### src/rtl/isd_pkg.sv
package isd_pkg;

  // Field and datapath widths
  localparam int COORD_W  = 14;  // signed image coordinate / axis distance
  localparam int SQ_W     = 24;  // one squared axis distance
  localparam int D2_W     = 26;  // squared grid distance
  localparam int SQ_IN_W  = 46;  // radicand: d2 * 810000
  localparam int SQ_OUT_W = 23;  // root width
  localparam int SQ_STEPS = SQ_IN_W / 2;
  localparam int DV_W     = 10;  // divisor 7 * grid_per_metre
  localparam int DV_STEPS = SQ_OUT_W;
  localparam int DELAY_W  = 19;
  localparam int GAIN_W   = 16;

  // Stage counts of the delay path: geometry, root, divide, saturate
  localparam int GEO_LAT = 3;
  localparam int DLY_LAT = GEO_LAT + SQ_STEPS + DV_STEPS + 1;

  localparam logic [GAIN_W-1:0]  Q_ONE      = 16'd32768;
  localparam logic [19:0]        DIST_SCALE = 20'd810000;
  localparam logic [DELAY_W-1:0] DELAY_MAX  = 19'd524287;

  // Register indexes (byte address / 4)
  localparam logic [2:0] REG_LEN_X  = 3'd0;
  localparam logic [2:0] REG_LEN_Y  = 3'd1;
  localparam logic [2:0] REG_LEN_Z  = 3'd2;
  localparam logic [2:0] REG_GPM    = 3'd3;
  localparam logic [2:0] REG_WGAIN_X = 3'd4;
  localparam logic [2:0] REG_WGAIN_Y = 3'd5;
  localparam logic [2:0] REG_WGAIN_Z = 3'd6;

  // Configuration as seen by the datapath
  typedef struct packed {
    logic [7:0]  len_x;
    logic [7:0]  len_y;
    logic [7:0]  len_z;
    logic [6:0]  grid_per_metre;
    logic [31:0] wall_gain_x;
    logic [31:0] wall_gain_y;
    logic [31:0] wall_gain_z;
  } cfg_t;

  // Clamp a 5-bit two's complement offset to +-lim
  function automatic logic [4:0] clamp_off(input logic [4:0] p, input logic [4:0] lim);
    logic signed [4:0] ps;
    logic signed [4:0] ls;
    ps = signed'(p);
    ls = signed'(lim);
    if (ps > ls) return lim;
    if (ps < -ls) return 5'(-ls);
    return p;
  endfunction

  // Image coordinate c + p*L, mirrored about the room centre for odd p
  function automatic logic [COORD_W-1:0] image_coord(input logic [7:0] c,
                                                     input logic [4:0] p,
                                                     input logic [7:0] len);
    logic signed [COORD_W-1:0] pe;
    logic signed [COORD_W-1:0] le;
    logic signed [COORD_W-1:0] ce;
    logic signed [COORD_W-1:0] r;
    pe = signed'({{(COORD_W-5){p[4]}}, p});
    le = signed'({{(COORD_W-8){1'b0}}, len});
    ce = signed'({{(COORD_W-8){1'b0}}, c});
    r  = ce + pe * le;
    if (p[0]) begin
      r = r + signed'({{(COORD_W-8){1'b0}}, len[7:1], 1'b0})
            - signed'({{(COORD_W-9){1'b0}}, c, 1'b0});
    end
    return r;
  endfunction

  // Q1.15 product with rounding, saturated to one
  function automatic logic [GAIN_W-1:0] qmul(input logic [GAIN_W-1:0] a,
                                             input logic [GAIN_W-1:0] b);
    logic [32:0] p;
    logic [17:0] s;
    p = 33'(a) * 33'(b) + 33'd16384;
    s = p[32:15];
    if (s > 18'(Q_ONE)) return Q_ONE;
    return s[GAIN_W-1:0];
  endfunction

endpackage

### src/rtl/isd_sqrt.sv
module isd_sqrt (
  input  logic                         clk,
  input  logic                         adv,
  input  logic [isd_pkg::SQ_IN_W-1:0]  rad,
  output logic [isd_pkg::SQ_OUT_W-1:0] root
);

  localparam int N  = isd_pkg::SQ_STEPS;
  localparam int AW = isd_pkg::SQ_IN_W + 1;

  logic [AW-1:0] v_r   [N];
  logic [AW-1:0] res_r [N];

  // One result bit per stage, restoring digit-by-digit root
  for (genvar k = 0; k < N; k++) begin : g_step
    localparam logic [AW-1:0] BIT = AW'(1) << (2 * (N - 1 - k));
    logic [AW-1:0] v_in, res_in, t, v_nxt, res_nxt;

    if (k == 0) begin : g_first
      assign v_in   = AW'(rad);
      assign res_in = '0;
    end else begin : g_next
      assign v_in   = v_r[k-1];
      assign res_in = res_r[k-1];
    end

    always_comb begin
      t = res_in + BIT;
      if (v_in >= t) begin
        v_nxt   = v_in - t;
        res_nxt = (res_in >> 1) + BIT;
      end else begin
        v_nxt   = v_in;
        res_nxt = res_in >> 1;
      end
    end

    always_ff @(posedge clk) begin
      if (adv) begin
        v_r[k]   <= v_nxt;
        res_r[k] <= res_nxt;
      end
    end
  end

  assign root = res_r[N-1][isd_pkg::SQ_OUT_W-1:0];

endmodule

### config.mk
export PLATFORM = sky130hd
export DESIGN_NAME = isd_sqrt
export DESIGN_NICKNAME = d
export VERILOG_FILES = /design/src/rtl/isd_pkg.sv /design/src/rtl/isd_sqrt.sv
export SDC_FILE = /design/constraint.sdc
export NUM_CORES = 2
export LEC_CHECK = 0
export BUFFER_PORTS_ARGS = -buffer_cell sky130_fd_sc_hd__buf_2
export CAP_MARGIN = 10
export CORE_ASPECT_RATIO = 0.5
export CORE_MARGIN = 10
export CORE_UTILIZATION = 50
export DETAILED_ROUTE_END_ITERATION = 6
export PLACE_DENSITY = 0.65
export SYNTH_ARGS = -nofsm -noshare
export SYNTH_HDL_FRONTEND = slang
export SYNTH_SLANG_ARGS = --single-unit
### constraint.sdc
create_clock -name clk -period 11.7 [get_ports clk]
set_clock_uncertainty 0.2 [all_clocks]
set_input_delay 1.17 -clock clk [delete_from_list [all_inputs] [get_ports clk]]
set_output_delay 1.17 -clock clk [all_outputs]
set_load 0.02 [all_outputs]
==> impl_metrics.csv <==
group,metric,value,unit
clocking,cts.sinks,1310,
final_layout,fin_nets,5327,
final_layout,drive_gt1_share,7.13,%
floorplanning,die_h,270,um
hold_path,min_path_cells,0,
synthesis,synth_ff_type,"edfxtp_1",
final_layout,final_cells,6753,
critical_path,worstPathRequired,11.95,ns
final_layout,fill_cells,10000,
final_layout,regArea,39300,um2
route,viasPerCell,5.48,
flow_run,drv_cap,0,
synthesis,synthArstFlopShare,0,%
floorplanning,die_w,519,um
synthesis,yosys.area.top_type_share,63.2,%
final_layout,fin_area,68500,um2
place,numPortBuffers,70,
floorplanning,rows,91,
place,dp_hpwl,87.0,mm
grt,grt_pass1_vias,38100,
synthesis,syn_area,62300,um2
power_and_ir_drop,powerDensity,180,nW/um2
critical_path,cp_slowest_stage_delay,0.73,ns
hold_path,hold_path_class,"reg2reg",
sta,setup_viol,0,
sta,finalSetupTns,0,ns
final_layout,multiInputGateArea,21300,um2
synthesis,synth-edff-count,1310,
grt,antenna_found_initial,0,
critical_path,end_kind,"flop",
clocking,tritoncts,"yes",
clocking,clk_pin_slew,0.07,ns
route,drtAntennaViolNets,0,
synthesis,ys_seq_elements,1310,
critical_path,crit_slowest_cell,"nor4_1",
sta,slew_headroom,20.9,%
sta,timing.final.crit_share,38.8,%
critical_path,worstSetupPathType,"reg2reg",
grt,grt_pass1_wl,191,mm
final_layout,final_core_util,55.5,%
synthesis,syn_avg_cell_area,12.8,um2
critical_path,cp.arrival,4.79,ns
status,status,"finished, final reports clean",
synthesis,synth_nets,5209,
clocking,cts_resized,0,
critical_path,critPathLaunchType,"flop",
floorplanning,io_pins,71,
route,vias,37000,
critical_path,r2r_setup_slack,7.16,ns
sta,tightestPinTransition,1.19,ns
power_and_ir_drop,leakage,25.5,nW
sta,fmax,220,MHz
critical_path,r2r-end,"v_r[1][136]",
sta,fin_hold_ws,0.240,ns
clocking,clk_path_buf_depth,3,
final_layout,syn_to_final_growth,9.97,%
sta,layout_min_cycle_time,4.54,ns
final_layout,final_common_cell,"edfxtp_1",
hold_path,holdCritStartpoint,"res_r[0][317]",
floorplanning,dieArea,140000,um2
grt,gr-total-overflow,0,
place,gp_congestion,0.891,
critical_path,cp_common_cell,"or4b_2",
route,drt_iter0_drc,2317,
critical_path,r2r_cells,9,
route,wl,119,mm
synthesis,synthCells,4866,
clocking,h-tree-depth,3,
clocking,holdBufCountCts,0,
synthesis,ys_types,82,
power_and_ir_drop,ir_drop,128,uV
place,dp_cells,6541,
synthesis,yosys.area.top_type,"edfxtp_1",
final_layout,final_cell_mix,"1310 x edfxtp_1, 356 x inv_1, 301 x nand2_1, 295 x ha_1, 287 x nor2_1",
clocking,cts_buffers,115,
critical_path,r2r-start,"v_r[1][72]",
synthesis,yosysWarnings,0,
floorplanning,start_util,50.5,%
grt,grt_usage,16.5,%
clocking,post_cts_buffers,0,
sta,hold_violations,0,
route,drc,0,
place,dpl_cell_area,64600,um2
route,dr.pass1.iters,5,
route,wire_per_inst,17.6,um
sta,timing.final.max_slew_violations,0,
clocking,cts_root_buf,"clkbuf_16",
sta,rsz0062_at_grt,"false",
synthesis,ys_top_cells_by_area,"edfxtp_1 63%, ha_1 5.9%, xnor2_1 3.4%",
synthesis,ys_seq_area_share,63.2,%
hold_path,whs_endpoint,"res_r[0][363]",
final_layout,diodes,0,
critical_path,path_cells,"inv_1, ha_1, or4b_2, nor4_1, a21o_1, a211o_1, or4b_2, or4_1, xnor2_1",
clocking,clk_latency,0.73,ns
critical_path,crit_path_max_fanout,21,
floorplanning,coreArea,123000,um2
grt,grt_start_max_net_pins,188,
## synth_stat cells, drive strengths merged, types with 6 or more instances
cell and n:
a2111oi 10, a211o 10, a211oi 18, a21boi 16, a21o 112, a21oi 261, a221oi 8, a311oi 6
a31oi 26, and2 15, and3 25, and4 8, buf 6, clkbuf 84, edfxtp 1310, ha 295
inv 356, mux2 47, mux2i 8, nand2 301, nand2b 60, nand3 77, nand3b 20, nand4 79
nand4b 19, nor2 287, nor2b 39, nor3 130, nor3b 15, nor4 161, nor4b 15, o2111ai 8
o211ai 22, o21a 58, o21ai 243, o21bai 16, o22ai 9, o31a 6, o31ai 27, or2 32
or3 56, or4 51, or4b 7, xnor2 242, xor2 202
## worst max-delay path, delay by kind of cell, from the launching register on
family	cells	cell delay, ns
simple gates	4	2.46
compound gates	2	0.82
flops	1	0.40
xor+xnor	1	0.14
fa+ha+maj	1	0.13
buf+inv	1	0.10
## logic make-up (layout without fill, tap and decap cells)
kind of cell / count (synthesis) / after routing / share of synthesized area (%)
AO/OA/AOI/OAI: 908 / 908 / 9.13
AND/OR/NAND/NOR: 1407 / 1407 / 11.8
flip-flops: 1310 / 1310 / 63.2
other: 1 / 1 / 0.00602
buffers and inverters: 446 / 659 / 2.72
adder cells (fa/ha/maj): 295 / 295 / 5.93
multiplexers: 55 / 55 / 0.978
XOR/XNOR: 444 / 444 / 6.24
## metrics by stage
stage	total power [mW]	setup slack, ns
2_1_floorplan	7.82	7.91
3_3_place_gp	8.46	7.31
3_5_place_dp	8.51	7.25
4_1_cts	12.4	7.19
5_1_grt	12.9	7.07
6_report	12.3	7.16
## worst max path at each step
stage / from / endpoint / cells after the start
floorplan: v_r[2][132] / v_r[2][180] / 10
global placement: v_r[1][72] / v_r[1][136] / 9
detailed placement: v_r[1][72] / v_r[1][136] / 9
CTS: v_r[1][72] / v_r[1][136] / 9
global route: v_r[1][72] / v_r[1][136] / 9
finish: v_r[1][72] / v_r[1][136] / 9
## routing by layer
layer / vias up / wire (um) / GRT usage [%]
met4: 0 / 6030 / 8.10
met3: 298 / 3730 / 2.54
met2: 746 / 62200 / 31.4
li1: 18500 / - / -
met5: - / 0 / 0
met1: 17500 / 46600 / 17.7
## flip-flops by register name, indices dropped and copies added, names as in the netlist
name	count
res_r	276
v_r	1034
## area by class of cell
cell class | count | area share, %
flip-flops and latches | 1310 | 57.4
multi-input cells | 3110 | 31.1
clock buffers | 137 | 4.32
well taps | 1674 | 3.06
inverters | 356 | 1.95
clock inverters | 75 | 1.32
repair buffers | 91 | 0.837
## where the power goes
| group | internal, mW | leakage, nW | switching, mW |
|---|---|---|---|
| logic | 0.907 | 11.1 | 1.26 |
| clock network | 2.17 | 1.87 | 1.70 |
| registers | 5.87 | 12.6 | 0.380 |
| total | 8.95 | 25.5 | 3.35 |
No activity file was read; power rests on OpenSTA's default activity.
