===== src/rtl/isd_pkg.sv =====
package isd_pkg;

  // Field and datapath widths
  localparam int COORD_W  = 14;  // signed image coordinate / axis distance
  localparam int SQ_W     = 24;  // one squared axis distance
  localparam int D2_W     = 26;  // squared grid distance
  localparam int SQ_IN_W  = 46;  // radicand: d2 * 810000
  localparam int SQ_OUT_W = 23;  // root width
  localparam int SQ_STEPS = SQ_IN_W / 2;
  localparam int DV_W     = 10;  // divisor 7 * grid_per_metre
  localparam int DV_STEPS = SQ_OUT_W;
  localparam int DELAY_W  = 19;
  localparam int GAIN_W   = 16;

  // Stage counts of the delay path: geometry, root, divide, saturate
  localparam int GEO_LAT = 3;
  localparam int DLY_LAT = GEO_LAT + SQ_STEPS + DV_STEPS + 1;

  localparam logic [GAIN_W-1:0]  Q_ONE      = 16'd32768;
  localparam logic [19:0]        DIST_SCALE = 20'd810000;
  localparam logic [DELAY_W-1:0] DELAY_MAX  = 19'd524287;

  // Register indexes (byte address / 4)
  localparam logic [2:0] REG_LEN_X  = 3'd0;
  localparam logic [2:0] REG_LEN_Y  = 3'd1;
  localparam logic [2:0] REG_LEN_Z  = 3'd2;
  localparam logic [2:0] REG_GPM    = 3'd3;
  localparam logic [2:0] REG_WGAIN_X = 3'd4;
  localparam logic [2:0] REG_WGAIN_Y = 3'd5;
  localparam logic [2:0] REG_WGAIN_Z = 3'd6;

  // Configuration as seen by the datapath
  typedef struct packed {
    logic [7:0]  len_x;
    logic [7:0]  len_y;
    logic [7:0]  len_z;
    logic [6:0]  grid_per_metre;
    logic [31:0] wall_gain_x;
    logic [31:0] wall_gain_y;
    logic [31:0] wall_gain_z;
  } cfg_t;

  // Clamp a 5-bit two's complement offset to +-lim
  function automatic logic [4:0] clamp_off(input logic [4:0] p, input logic [4:0] lim);
    logic signed [4:0] ps;
    logic signed [4:0] ls;
    ps = signed'(p);
    ls = signed'(lim);
    if (ps > ls) return lim;
    if (ps < -ls) return 5'(-ls);
    return p;
  endfunction

  // Image coordinate c + p*L, mirrored about the room centre for odd p
  function automatic logic [COORD_W-1:0] image_coord(input logic [7:0] c,
                                                     input logic [4:0] p,
                                                     input logic [7:0] len);
    logic signed [COORD_W-1:0] pe;
    logic signed [COORD_W-1:0] le;
    logic signed [COORD_W-1:0] ce;
    logic signed [COORD_W-1:0] r;
    pe = signed'({{(COORD_W-5){p[4]}}, p});
    le = signed'({{(COORD_W-8){1'b0}}, len});
    ce = signed'({{(COORD_W-8){1'b0}}, c});
    r  = ce + pe * le;
    if (p[0]) begin
      r = r + signed'({{(COORD_W-8){1'b0}}, len[7:1], 1'b0})
            - signed'({{(COORD_W-9){1'b0}}, c, 1'b0});
    end
    return r;
  endfunction

  // Q1.15 product with rounding, saturated to one
  function automatic logic [GAIN_W-1:0] qmul(input logic [GAIN_W-1:0] a,
                                             input logic [GAIN_W-1:0] b);
    logic [32:0] p;
    logic [17:0] s;
    p = 33'(a) * 33'(b) + 33'd16384;
    s = p[32:15];
    if (s > 18'(Q_ONE)) return Q_ONE;
    return s[GAIN_W-1:0];
  endfunction

endpackage


===== src/rtl/isd_div.sv =====
module isd_div (
  input  logic                         clk,
  input  logic                         adv,
  input  logic [isd_pkg::SQ_OUT_W-1:0] num,
  input  logic [isd_pkg::DV_W-1:0]     den,
  output logic [isd_pkg::DELAY_W-1:0]  delay
);

  localparam int N  = isd_pkg::DV_STEPS;
  localparam int QW = isd_pkg::SQ_OUT_W;
  localparam int RW = isd_pkg::DV_W;

  logic [RW-1:0] rem_r [N];
  logic [QW-1:0] num_r [N];
  logic [QW-1:0] quo_r [N];
  logic [isd_pkg::DELAY_W-1:0] dly_r;

  // Restoring division, one quotient bit per stage
  for (genvar k = 0; k < N; k++) begin : g_step
    logic [RW-1:0] rem_in, rem_nxt;
    logic [QW-1:0] num_in, quo_in;
    logic [RW:0]   trial;
    logic          qb;

    if (k == 0) begin : g_first
      assign rem_in = '0;
      assign num_in = num;
      assign quo_in = '0;
    end else begin : g_next
      assign rem_in = rem_r[k-1];
      assign num_in = num_r[k-1];
      assign quo_in = quo_r[k-1];
    end

    always_comb begin
      trial = {rem_in, num_in[QW-1]};
      qb    = trial >= {1'b0, den};
      if (qb) rem_nxt = RW'(trial - {1'b0, den});
      else    rem_nxt = trial[RW-1:0];
    end

    always_ff @(posedge clk) begin
      if (adv) begin
        rem_r[k] <= rem_nxt;
        num_r[k] <= {num_in[QW-2:0], 1'b0};
        quo_r[k] <= {quo_in[QW-2:0], qb};
      end
    end
  end

  // Saturate to the delay range
  always_ff @(posedge clk) begin
    if (adv) begin
      if (|quo_r[N-1][QW-1:isd_pkg::DELAY_W]) dly_r <= isd_pkg::DELAY_MAX;
      else dly_r <= quo_r[N-1][isd_pkg::DELAY_W-1:0];
    end
  end

  assign delay = dly_r;

endmodule


===== config.mk =====
export PLATFORM = sky130hd
export DESIGN_NAME = isd_div
export DESIGN_NICKNAME = d
export VERILOG_FILES = /design/src/rtl/isd_pkg.sv /design/src/rtl/isd_div.sv
export SDC_FILE = /design/constraint.sdc
export NUM_CORES = 1
export LEC_CHECK = 0
export BUFFER_PORTS_ARGS = -buffer_cell sky130_fd_sc_hd__buf_4
export CAP_MARGIN = 25
export CORE_MARGIN = 2
export CORE_UTILIZATION = 35
export CTS_CLUSTER_SIZE = 8
export DETAILED_ROUTE_END_ITERATION = 10
export GPL_ROUTABILITY_DRIVEN = 0
export MAX_ROUTING_LAYER = met4
export PLACE_DENSITY = 0.46
export SETUP_SLACK_MARGIN = 0.15
export SYNTH_ARGS = -nofsm -noshare
export SYNTH_HDL_FRONTEND = slang
export SYNTH_SLANG_ARGS = --single-unit

===== constraint.sdc =====
create_clock -name clk -period 5.1 [get_ports clk]
set_input_delay 0.51 -clock clk [delete_from_list [all_inputs] [get_ports clk]]
set_output_delay 0.51 -clock clk [all_outputs]
set_load 0.05 [all_outputs]

==> results.py <==
metrics = {
    "cts": {
        "tritoncts_clock_tree": "done",
        "cts_made_buffers": 106,
        "postCtsResizedCells": 0,
        "hold_buffers": 22,
        "clock_input_transition_at_the_sequential_cells_of_the_worst_setup_and_hold_paths_ns": 0.05,
        "cts-root-buf": "sky130_fd_sc_hd__clkbuf_16",
        "maximum_buffer_depth_of_the_clock_tree": 3,
        "h-tree-depth": 3,
        "clk-insertion-delay-late_ns": 0.67,
        "clock-sinks": 768,
        "post_cts_buffers": 0,
    },
    "layout": {
        "final_layout_size_suffix_gt1_share_pct": 13.95,
        "layout_common_cells": "sky130_fd_sc_hd__edfxtp_1, sky130_fd_sc_hd__ha_1, sky130_fd_sc_hd__o21ai_0, sky130_fd_sc_hd__a21oi_1, sky130_fd_sc_hd__nor2_1",
        "final_common_cell": "sky130_fd_sc_hd__edfxtp_1",
        "synthToLayoutAreaGrowth_pct": 15.43,
        "n_antenna_cell": 0,
        "fin_util_pct": 40.61,
        "fin_nets": 2799,
        "fillCellCount": 8924,
    },
    "grt": {
        "grt_pass1_wl_um": 105300,
        "track_usage_pct": 13.52,
        "grt_pass1_vias": 19765,
        "grt_max_degree": 127,
        "number_of_antenna_violations_at_the_first_check_in_global_routing": 1,
        "global_route.overflow_total": 0,
    },
    "yosys": {
        "post_synth.cell_area_avg_um2": 14.87,
        "ys_warn_count": 0,
        "post_synth_inst_count": 2319,
        "netlist-cell-type-count": 52,
        "synth_ff_type": "sky130_fd_sc_hd__edfxtp_1",
        "register_area_share_after_synthesis_pct": 66.90,
        "netlist_area_mm2": 0.03447,
        "syn_nets": 2597,
        "synth_enable_flop_cells": 768,
        "synth.ff_latch_count": 768,
        "share_of_synthesized_registers_carrying_an_async_set_or_reset_pct": 0,
    },
    "floorplan": {
        "chipWidth_um": 317.8,
        "core_region_area_mm2": 0.09799,
        "std_cell_rows": 115,
        "die_y_um": 317.8,
        "die_area_mm2": 0.1010,
        "start_util_pct": 35.18,
        "ioPinCount": 54,
    },
    "status": {
        "run_status": "completed",
    },
    "route": {
        "drt-vias-per-instance": 4.950,
        "dr.pass1.iters": 5,
        "first_iter_violations": 1053,
        "drtAntennaViolNets": 0,
        "drc": 0,
        "routed_wirelength_um": 65950,
        "wire_per_inst_um": 17.27,
        "num_vias": 18900,
    },
    "timing": {
        "report.final.slew_viol_count": 0,
        "setup_viol_count_final": 0,
        "max_slew.worst_pin.slew_ns": 0.9126,
        "max_clock_freq_mhz": 321.0,
        "slew-limit-headroom_pct": 39.16,
        "layout_worst_path_cycle_share_pct": 61.08,
        "grt_setup_unrepaired": "no",
        "final.min_clock_period_ns": 3.115,
        "final.setup_skew_ns": 0.02767,
        "fin_tns_setup_ns": 0,
        "hold_viol": 0,
    },
    "flow_run": {
        "timing.max_cap.violations": 0,
    },
    "critical_path": {
        "worstSetupPathType": "in -> reg",
        "worst-endpoint-arrival_ns": 3.52,
        "setup.reg_to_reg.worst_slack_ns": 2.11,
        "critical_path.slowest_cell": "sky130_fd_sc_hd__o21ai_1",
        "start_kind": "input port",
        "setup.worst_path.end_class": "register",
        "cp_max_fo": 16,
        "cp.buffers_inverters": 2,
        "worst_path_dominant_cell_family": "compound AO/OA/AOI/OAI gates",
        "worst_path_largest_cell_delay_ns": 0.72,
        "crit_path_cell_trace": "buf_4 > inv_1 > ha_1 > o21a_1 > o31a_1 > o21bai_1 > a211oi_1 > o21ai_1 > mux2_2",
        "cp_data_required_time_ns": 5.51,
    },
    "place": {
        "detailed_place_hpwl_um": 42120,
        "placement.io_buffers": 53,
    },
    "power_and_ir_drop": {
        "max-vdd-ir-drop_mv": 0.2793,
        "power_leakage_nw": 14.56,
        "power_density_mw_per_mm2": 578.2,
    },
    "worst_hold_path": {
        "hold_path.class": "in -> reg",
    },
}
-- layout make-up --
class                   count  area (um^2)  share of cell area [%]
flip-flops and latches    768        23060                   57.95
repair buffers            120         1039                   2.610
clock inverters             8        130.1                  0.3270
well taps                1287         1610                   4.047
inverters                  67        251.5                  0.6320
multi-input cells        1458        11030                   27.73
clock buffers             110         2668                   6.704
-- per-layer routing --
metal	up-vias	wire length, um	GRT usage [%]
met3	127	2664	2.420
met5	-	0	-
met2	359	31270	21.91
li1	9248	-	-
met1	9166	30080	16.78
met4	0	1940	5.407
-- cell families after synthesis --
family | share of synthesized area, %
adders and majority gates | 9.277
muxes | 4.918
buffers and inverters | 1.118
AOI/OAI and AO/OA | 8.464
and+or+nand+nor | 5.822
DFF | 66.90
xor gates and xnor gates | 3.506
-- per-stage QoR --
step                instance area (um^2)  hold WS (ns)  setup WS [ns]  cells  total power [mW]
floorplan                          34470        0.4003          1.038   2319             15.01
global placement                   36780        0.4004          1.344   3678             16.78
detailed placement                 36780        0.4045          1.302   3678             16.95
CTS                                39790       0.08590          2.032   3818             23.33
global route                       39790        0.1195          1.797   3818             24.58
finish                             39790        0.1459          1.985   3818             23.01
-- state kept, by name (all words and copies together), names as in the netlist --
signal and flops:
rem_r 220, quo_r 276, delay 19, num_r 253
-- worst register-to-register path, cell delays in order (launching register included) --
cell and delay, ns:
sky130_fd_sc_hd__edfxtp_1 0.43, sky130_fd_sc_hd__ha_1 0.34, sky130_fd_sc_hd__nor2b_1 0.17, sky130_fd_sc_hd__o31a_1 0.27
sky130_fd_sc_hd__o21bai_1 0.25, sky130_fd_sc_hd__a211oi_1 0.14, sky130_fd_sc_hd__o21ai_1 0.72, sky130_fd_sc_hd__mux2_2 0.41
-- Yosys cell counts (all sizes together), types with 3 or more instances --
cell,count,area (um^2)
a2bb2oi,5,43.79
o31ai,6,45.04
a211oi,38,285.3
o21a,19,142.6
a41oi,3,26.28
nand4,12,75.07
xor2,60,525.5
a21o,38,285.3
xnor2,78,683.2
a21oi,160,800.8
or4,8,60.06
fa,21,420.4
nor2,148,555.5
mux2i,16,160.2
a31o,6,52.55
ha,222,2778
a31oi,12,75.07
and3,6,37.54
nand2b,36,225.2
nor2b,24,150.1
edfxtp,768,23060
a21boi,3,22.52
o31a,5,43.79
a211o,6,52.55
o211ai,13,97.59
buf,15,92.58
clkbuf,11,41.29
nand3,27,135.1
and2,7,43.79
nor3b,9,67.56
nand2,131,491.7
mux2,129,1535
o21bai,7,52.55
o21ai,171,855.8
nor3,19,95.09
inv,67,251.5
-- final timing paths --
check,startpoint,end,cells past startpoint
max,den[2],rem_r[1][61],9
min,num[22],rem_r[0][0],3
max reg2reg,rem_r[1][50],rem_r[1][61],7
min reg2reg,num_r[2][42],num_r[2][65],0
-- report_power, final --
part | leakage [nW] | internal (mW) | switching, mW | total (mW)
sequential | 7.46 | 8.78 | 0.612 | 9.39
clock | 1.37 | 3.65 | 2.48 | 6.13
combinational | 5.73 | 3.53 | 3.95 | 7.49
No activity file was read; power rests on OpenSTA's default activity.
