===== config.mk =====
export PLATFORM = sky130hd
export DESIGN_NAME = isd_geom
export DESIGN_NICKNAME = d
export VERILOG_FILES = /design/src/rtl/isd_pkg.sv /design/src/rtl/isd_geom.sv
export SDC_FILE = /design/constraint.sdc
export NUM_CORES = 2
export LEC_CHECK = 0
export BUFFER_PORTS_ARGS = -buffer_cell sky130_fd_sc_hd__buf_4
export CAP_MARGIN = 15
export CORE_MARGIN = 4
export CORE_UTILIZATION = 45
export CTS_BUF_LIST = sky130_fd_sc_hd__clkbuf_4 sky130_fd_sc_hd__clkbuf_8
export CTS_CLUSTER_SIZE = 16
export DETAILED_ROUTE_END_ITERATION = 12
export GPL_ROUTABILITY_DRIVEN = 0
export PLACE_DENSITY_LB_ADDON = 0.1
export SYNTH_ARGS = -nofsm -noshare
export SYNTH_HDL_FRONTEND = slang
export SYNTH_SLANG_ARGS = --single-unit

===== constraint.sdc =====
create_clock -name clk -period 8.3 [get_ports clk]
set_input_delay 0.415 -clock clk [delete_from_list [all_inputs] [get_ports clk]]
set_output_delay 0.415 -clock clk [all_outputs]
set_load 0.01 [all_outputs]

===== src/rtl/isd_pkg.sv =====
package isd_pkg;

  // Field and datapath widths
  localparam int COORD_W  = 14;  // signed image coordinate / axis distance
  localparam int SQ_W     = 24;  // one squared axis distance
  localparam int D2_W     = 26;  // squared grid distance
  localparam int SQ_IN_W  = 46;  // radicand: d2 * 810000
  localparam int SQ_OUT_W = 23;  // root width
  localparam int SQ_STEPS = SQ_IN_W / 2;
  localparam int DV_W     = 10;  // divisor 7 * grid_per_metre
  localparam int DV_STEPS = SQ_OUT_W;
  localparam int DELAY_W  = 19;
  localparam int GAIN_W   = 16;

  // Stage counts of the delay path: geometry, root, divide, saturate
  localparam int GEO_LAT = 3;
  localparam int DLY_LAT = GEO_LAT + SQ_STEPS + DV_STEPS + 1;

  localparam logic [GAIN_W-1:0]  Q_ONE      = 16'd32768;
  localparam logic [19:0]        DIST_SCALE = 20'd810000;
  localparam logic [DELAY_W-1:0] DELAY_MAX  = 19'd524287;

  // Register indexes (byte address / 4)
  localparam logic [2:0] REG_LEN_X  = 3'd0;
  localparam logic [2:0] REG_LEN_Y  = 3'd1;
  localparam logic [2:0] REG_LEN_Z  = 3'd2;
  localparam logic [2:0] REG_GPM    = 3'd3;
  localparam logic [2:0] REG_WGAIN_X = 3'd4;
  localparam logic [2:0] REG_WGAIN_Y = 3'd5;
  localparam logic [2:0] REG_WGAIN_Z = 3'd6;

  // Configuration as seen by the datapath
  typedef struct packed {
    logic [7:0]  len_x;
    logic [7:0]  len_y;
    logic [7:0]  len_z;
    logic [6:0]  grid_per_metre;
    logic [31:0] wall_gain_x;
    logic [31:0] wall_gain_y;
    logic [31:0] wall_gain_z;
  } cfg_t;

  // Clamp a 5-bit two's complement offset to +-lim
  function automatic logic [4:0] clamp_off(input logic [4:0] p, input logic [4:0] lim);
    logic signed [4:0] ps;
    logic signed [4:0] ls;
    ps = signed'(p);
    ls = signed'(lim);
    if (ps > ls) return lim;
    if (ps < -ls) return 5'(-ls);
    return p;
  endfunction

  // Image coordinate c + p*L, mirrored about the room centre for odd p
  function automatic logic [COORD_W-1:0] image_coord(input logic [7:0] c,
                                                     input logic [4:0] p,
                                                     input logic [7:0] len);
    logic signed [COORD_W-1:0] pe;
    logic signed [COORD_W-1:0] le;
    logic signed [COORD_W-1:0] ce;
    logic signed [COORD_W-1:0] r;
    pe = signed'({{(COORD_W-5){p[4]}}, p});
    le = signed'({{(COORD_W-8){1'b0}}, len});
    ce = signed'({{(COORD_W-8){1'b0}}, c});
    r  = ce + pe * le;
    if (p[0]) begin
      r = r + signed'({{(COORD_W-8){1'b0}}, len[7:1], 1'b0})
            - signed'({{(COORD_W-9){1'b0}}, c, 1'b0});
    end
    return r;
  endfunction

  // Q1.15 product with rounding, saturated to one
  function automatic logic [GAIN_W-1:0] qmul(input logic [GAIN_W-1:0] a,
                                             input logic [GAIN_W-1:0] b);
    logic [32:0] p;
    logic [17:0] s;
    p = 33'(a) * 33'(b) + 33'd16384;
    s = p[32:15];
    if (s > 18'(Q_ONE)) return Q_ONE;
    return s[GAIN_W-1:0];
  endfunction

endpackage


===== src/rtl/isd_geom.sv =====
module isd_geom #(
  parameter int MAX_ORDER = 8
) (
  input  logic                        clk,
  input  logic                        adv,
  input  isd_pkg::cfg_t               cfg,
  input  logic [4:0]                  off_x,
  input  logic [4:0]                  off_y,
  input  logic [4:0]                  off_z,
  input  logic [7:0]                  lis_x,
  input  logic [7:0]                  lis_y,
  input  logic [7:0]                  lis_z,
  output logic [isd_pkg::SQ_IN_W-1:0] rad_left,
  output logic [isd_pkg::SQ_IN_W-1:0] rad_right
);

  localparam int CW = isd_pkg::COORD_W;

  logic [CW-1:0] ix_r, iy_r, iz_r;
  logic [isd_pkg::SQ_W-1:0] sq_xl_r, sq_xr_r, sq_y_r, sq_z_r;
  logic [isd_pkg::SQ_IN_W-1:0] rad_l_r, rad_r_r;

  logic signed [CW-1:0] dxl, dxr, dy, dz;
  logic signed [2*CW-1:0] pxl, pxr, py, pz;
  logic [7:0] sxl, sxr, sy;
  logic [isd_pkg::D2_W-1:0] d2l, d2r;

  // Speaker positions
  always_comb begin
    sxl = {2'b0, cfg.len_x[7:2]};
    sxr = 8'({2'b0, cfg.len_x[7:2]} * 8'd3);
    sy  = {1'b0, cfg.len_y[7:1]};
  end

  // Stage 1: image position
  always_ff @(posedge clk) begin
    if (adv) begin
      ix_r <= isd_pkg::image_coord(lis_x,
                isd_pkg::clamp_off(off_x, 5'(MAX_ORDER)), cfg.len_x);
      iy_r <= isd_pkg::image_coord(lis_y,
                isd_pkg::clamp_off(off_y, 5'(MAX_ORDER)), cfg.len_y);
      iz_r <= isd_pkg::image_coord(lis_z,
                isd_pkg::clamp_off(off_z, 5'(MAX_ORDER)), cfg.len_z);
    end
  end

  // Stage 2: squared axis distances
  always_comb begin
    dxl = signed'(ix_r) - signed'({{(CW-8){1'b0}}, sxl});
    dxr = signed'(ix_r) - signed'({{(CW-8){1'b0}}, sxr});
    dy  = signed'(iy_r) - signed'({{(CW-8){1'b0}}, sy});
    dz  = signed'(iz_r) - signed'(CW'(1));
    pxl = dxl * dxl;
    pxr = dxr * dxr;
    py  = dy * dy;
    pz  = dz * dz;
  end

  always_ff @(posedge clk) begin
    if (adv) begin
      sq_xl_r <= pxl[isd_pkg::SQ_W-1:0];
      sq_xr_r <= pxr[isd_pkg::SQ_W-1:0];
      sq_y_r  <= py[isd_pkg::SQ_W-1:0];
      sq_z_r  <= pz[isd_pkg::SQ_W-1:0];
    end
  end

  // Stage 3: squared distance, scaled for the root
  always_comb begin
    d2l = isd_pkg::D2_W'(sq_xl_r) + isd_pkg::D2_W'(sq_y_r) + isd_pkg::D2_W'(sq_z_r);
    d2r = isd_pkg::D2_W'(sq_xr_r) + isd_pkg::D2_W'(sq_y_r) + isd_pkg::D2_W'(sq_z_r);
  end

  always_ff @(posedge clk) begin
    if (adv) begin
      rad_l_r <= isd_pkg::SQ_IN_W'(d2l) * isd_pkg::SQ_IN_W'(isd_pkg::DIST_SCALE);
      rad_r_r <= isd_pkg::SQ_IN_W'(d2r) * isd_pkg::SQ_IN_W'(isd_pkg::DIST_SCALE);
    end
  end

  assign rad_left  = rad_l_r;
  assign rad_right = rad_r_r;

endmodule


==> results.sh <==
export IMPL_status="finished, final reports clean"
export IMPL_layout_drive_gt1_share=0.1243
export IMPL_num_io_pins=260
export IMPL_cts_made_buffers=42
export IMPL_grt_ovfl_total=0
export IMPL_synth_top_cell_by_area="fa_1"
export IMPL_cts_sinks=215
export IMPL_criticalPathCategory="reg -> reg"
export IMPL_end_kind="register"
export IMPL_grt_pass1_vias=37660
export IMPL_synthTopCellsByArea="fa_1 37%, ha_1 19%, edfxtp_1 13%"
export IMPL_finalInstanceArea_mm2=0.05853
export IMPL_slew_headroom=0.3134
export IMPL_hold_path_class="in -> reg"
export IMPL_timing_fmax_ghz=0.1248
export IMPL_ys_ff_latch=215
export IMPL_vias=35330
export IMPL_synth_edf_count=215
export IMPL_preCtsSetupSlack_ps=-334.2
export IMPL_finalMaxSlewViolations=0
export IMPL_placed_area_mm2=0.05703
export IMPL_antenna_found_initial=1
export IMPL_drcViolationCount=0
export IMPL_fill_cells=10660
export IMPL_die_area_mm2=0.1201
export IMPL_post_synth_top_count_cell="inv_1"
export IMPL_grt_max_degree=139
export IMPL_grt_pass1_wl_mm=192.0
export IMPL_cp_arrival_ps=8430
export IMPL_portBuffers=148
export IMPL_dpl_hpwl_mm=101.2
export IMPL_hold_ws_ps=73.35
export IMPL_ant_nets=0
export IMPL_root_buffer="clkbuf_8"
export IMPL_syn_avg_cell_area_um2=9.951
export IMPL_cpMostUsedCell="fa_1"
export IMPL_async_flop_share=0
export IMPL_areaGrowthSynthToFinish_pct=13.51
export IMPL_cap_violations=0
export IMPL_cts_htree_levels=2
export IMPL_grt_usage=0.1965
export IMPL_cts_tree="built"
export IMPL_die_y_um=346.5
export IMPL_post_drt_via_cell_ratio=4.885
export IMPL_ys_types=77
export IMPL_critPathMaxStageDelay_ps=540
export IMPL_setup_violations=0
export IMPL_core_area_mm2=0.1131
export IMPL_cp_start_kind="register"
export IMPL_synth_top_area_share=0.3712
export IMPL_route_detailed_wl_per_inst_um=15.79
export IMPL_clk_pin_slew_worst_paths_ps=60
export IMPL_synth_common_cells="1195 x inv_1, 956 x fa_1, 772 x ha_1"
export IMPL_ys_flop_type="edfxtp_1"
export IMPL_synth_area_mm2=0.05156
export IMPL_rsz0062_at_grt="yes"
export IMPL_fin_ws_ps=289.1
export IMPL_die_w_um=346.5
export IMPL_clock_latency_ps=670
export IMPL_drtIter0Drc=1425
export IMPL_finalCriticalPeriod_ps=8011
export IMPL_required_ps=8720
export IMPL_initial_core_util=0.4559
export IMPL_path_max_fanout=4
export IMPL_clk_path_buf_depth=3
export IMPL_rows=123
export IMPL_yosysSeqAreaShare=0.1252
export IMPL_nNetsFinal=7595
export IMPL_cpMaxStageDelayCell="fa_1"
export IMPL_tightest_slew_ps=1030
export IMPL_hold_viol_final=0
export IMPL_postSynthCellCount=5182
export IMPL_fin_setup_tns_ps=0
export IMPL_finalCritPeriodShare=0.9652
export IMPL_yosysWarnings=0
export IMPL_routed_wl_mm=114.2
export IMPL_skew_ps=19.32
export IMPL_dr_pass1_iters=5
## cell type report
type	instances	area (um^2)	area share
Clock inverter	20	153.9	0.002629
Multi-Input combinational cell	3705	40860	0.6981
Inverter	1212	4549	0.07773
Tap cell	1500	1877	0.03207
Timing Repair Buffer	523	3949	0.06747
Antenna cell	1	2.502	0.00004275
Clock buffer	55	681.9	0.01165
Sequential cell	215	6456	0.1103
## layer usage
layer / GRT usage / routed length [um] / share of wire / up-vias
li1: - / - / - / 17310
met5: 0 / 0 / 0 / -
met4: 0.03206 / 1910 / 0.017 / 0
met2: 0.3305 / 54500 / 0.48 / 555
met3: 0.02768 / 4876 / 0.043 / 100
met1: 0.2760 / 52920 / 0.46 / 17360
## state kept, by name, summed over array words and instances, names as in the netlist
register   cells
ix_r          14
iy_r          14
iz_r          14
rad_left      40
rad_right     42
sq_xl_r       23
sq_xr_r       22
sq_y_r        23
sq_z_r        23
## critical path: cells and delay by family (launching register included)
| family | cells | cell delay, ps |
|---|---|---|
| AOI/OAI and AO/OA | 15 | 2910 |
| xor gates and xnor gates | 2 | 270 |
| buffers and inverters | 3 | 270 |
| and+or+nand+nor | 4 | 380 |
| DFF | 1 | 420 |
| adders and majority gates | 9 | 3510 |
## what timing repair did
| action | in CTS | in global routing |
|---|---|---|
| hold endpoints to repair | 1 | 0 |
| pin swaps | 2 | 34 |
| hold buffers | 1 | 0 |
| buffers inserted | 0 | 17 |
| gates resized for setup | 9 | 100 |
| endpoints found under the setup margin | 13 | 35 |
| gates cloned | 0 | 0 |
## path summary, 6_finish.rpt
| path | from | end | slack (ps) | cells after the start |
|---|---|---|---|---|
| min reg2reg | iz_r[0]$_DFFE_PP_ | sq_z_r[0]$_DFFE_PP_ | 780 | 2 |
| min | lis_y[0] | iy_r[0]$_DFFE_PP_ | 70 | 2 |
| max | sq_y_r[4]$_DFFE_PP_ | rad_left[45]$_DFFE_PP_ | 290 | 33 |
| max reg2reg | sq_y_r[4]$_DFFE_PP_ | rad_left[45]$_DFFE_PP_ | 290 | 33 |
## placed cells by master (no fill, tap or decap), drive strengths merged, types with 51 or more instances in the layout
| cell | n |
|---|---|
| inv | 1204 |
| fa | 956 |
| ha | 772 |
| buf | 522 |
| nor2 | 374 |
| nand2 | 327 |
| xnor2 | 286 |
| edfxtp | 215 |
| a21oi | 162 |
| o21ai | 125 |
| a21o | 95 |
| xor2 | 76 |
| clkbuf | 55 |
| and3 | 51 |
## through the flow
stage                     cells  utilization
after floorplan            5202            -
after global placement     7137       0.5042
after detailed placement   7137       0.5042
after CTS                  7213       0.5122
after global routing       7231       0.5174
final                      7231       0.5174
## logic make-up after synthesis
group           synth area share
fa+ha+maj                 0.5585
buf+inv                  0.09405
simple gates             0.08779
compound gates           0.07231
xor+xnor                 0.06163
flops                     0.1252
other cells            0.0001456
mux                    0.0003883
Power is left out: the tool's default activity adds up to more than one toggle a clock period on the data nets, which glitch-free logic cannot reach.
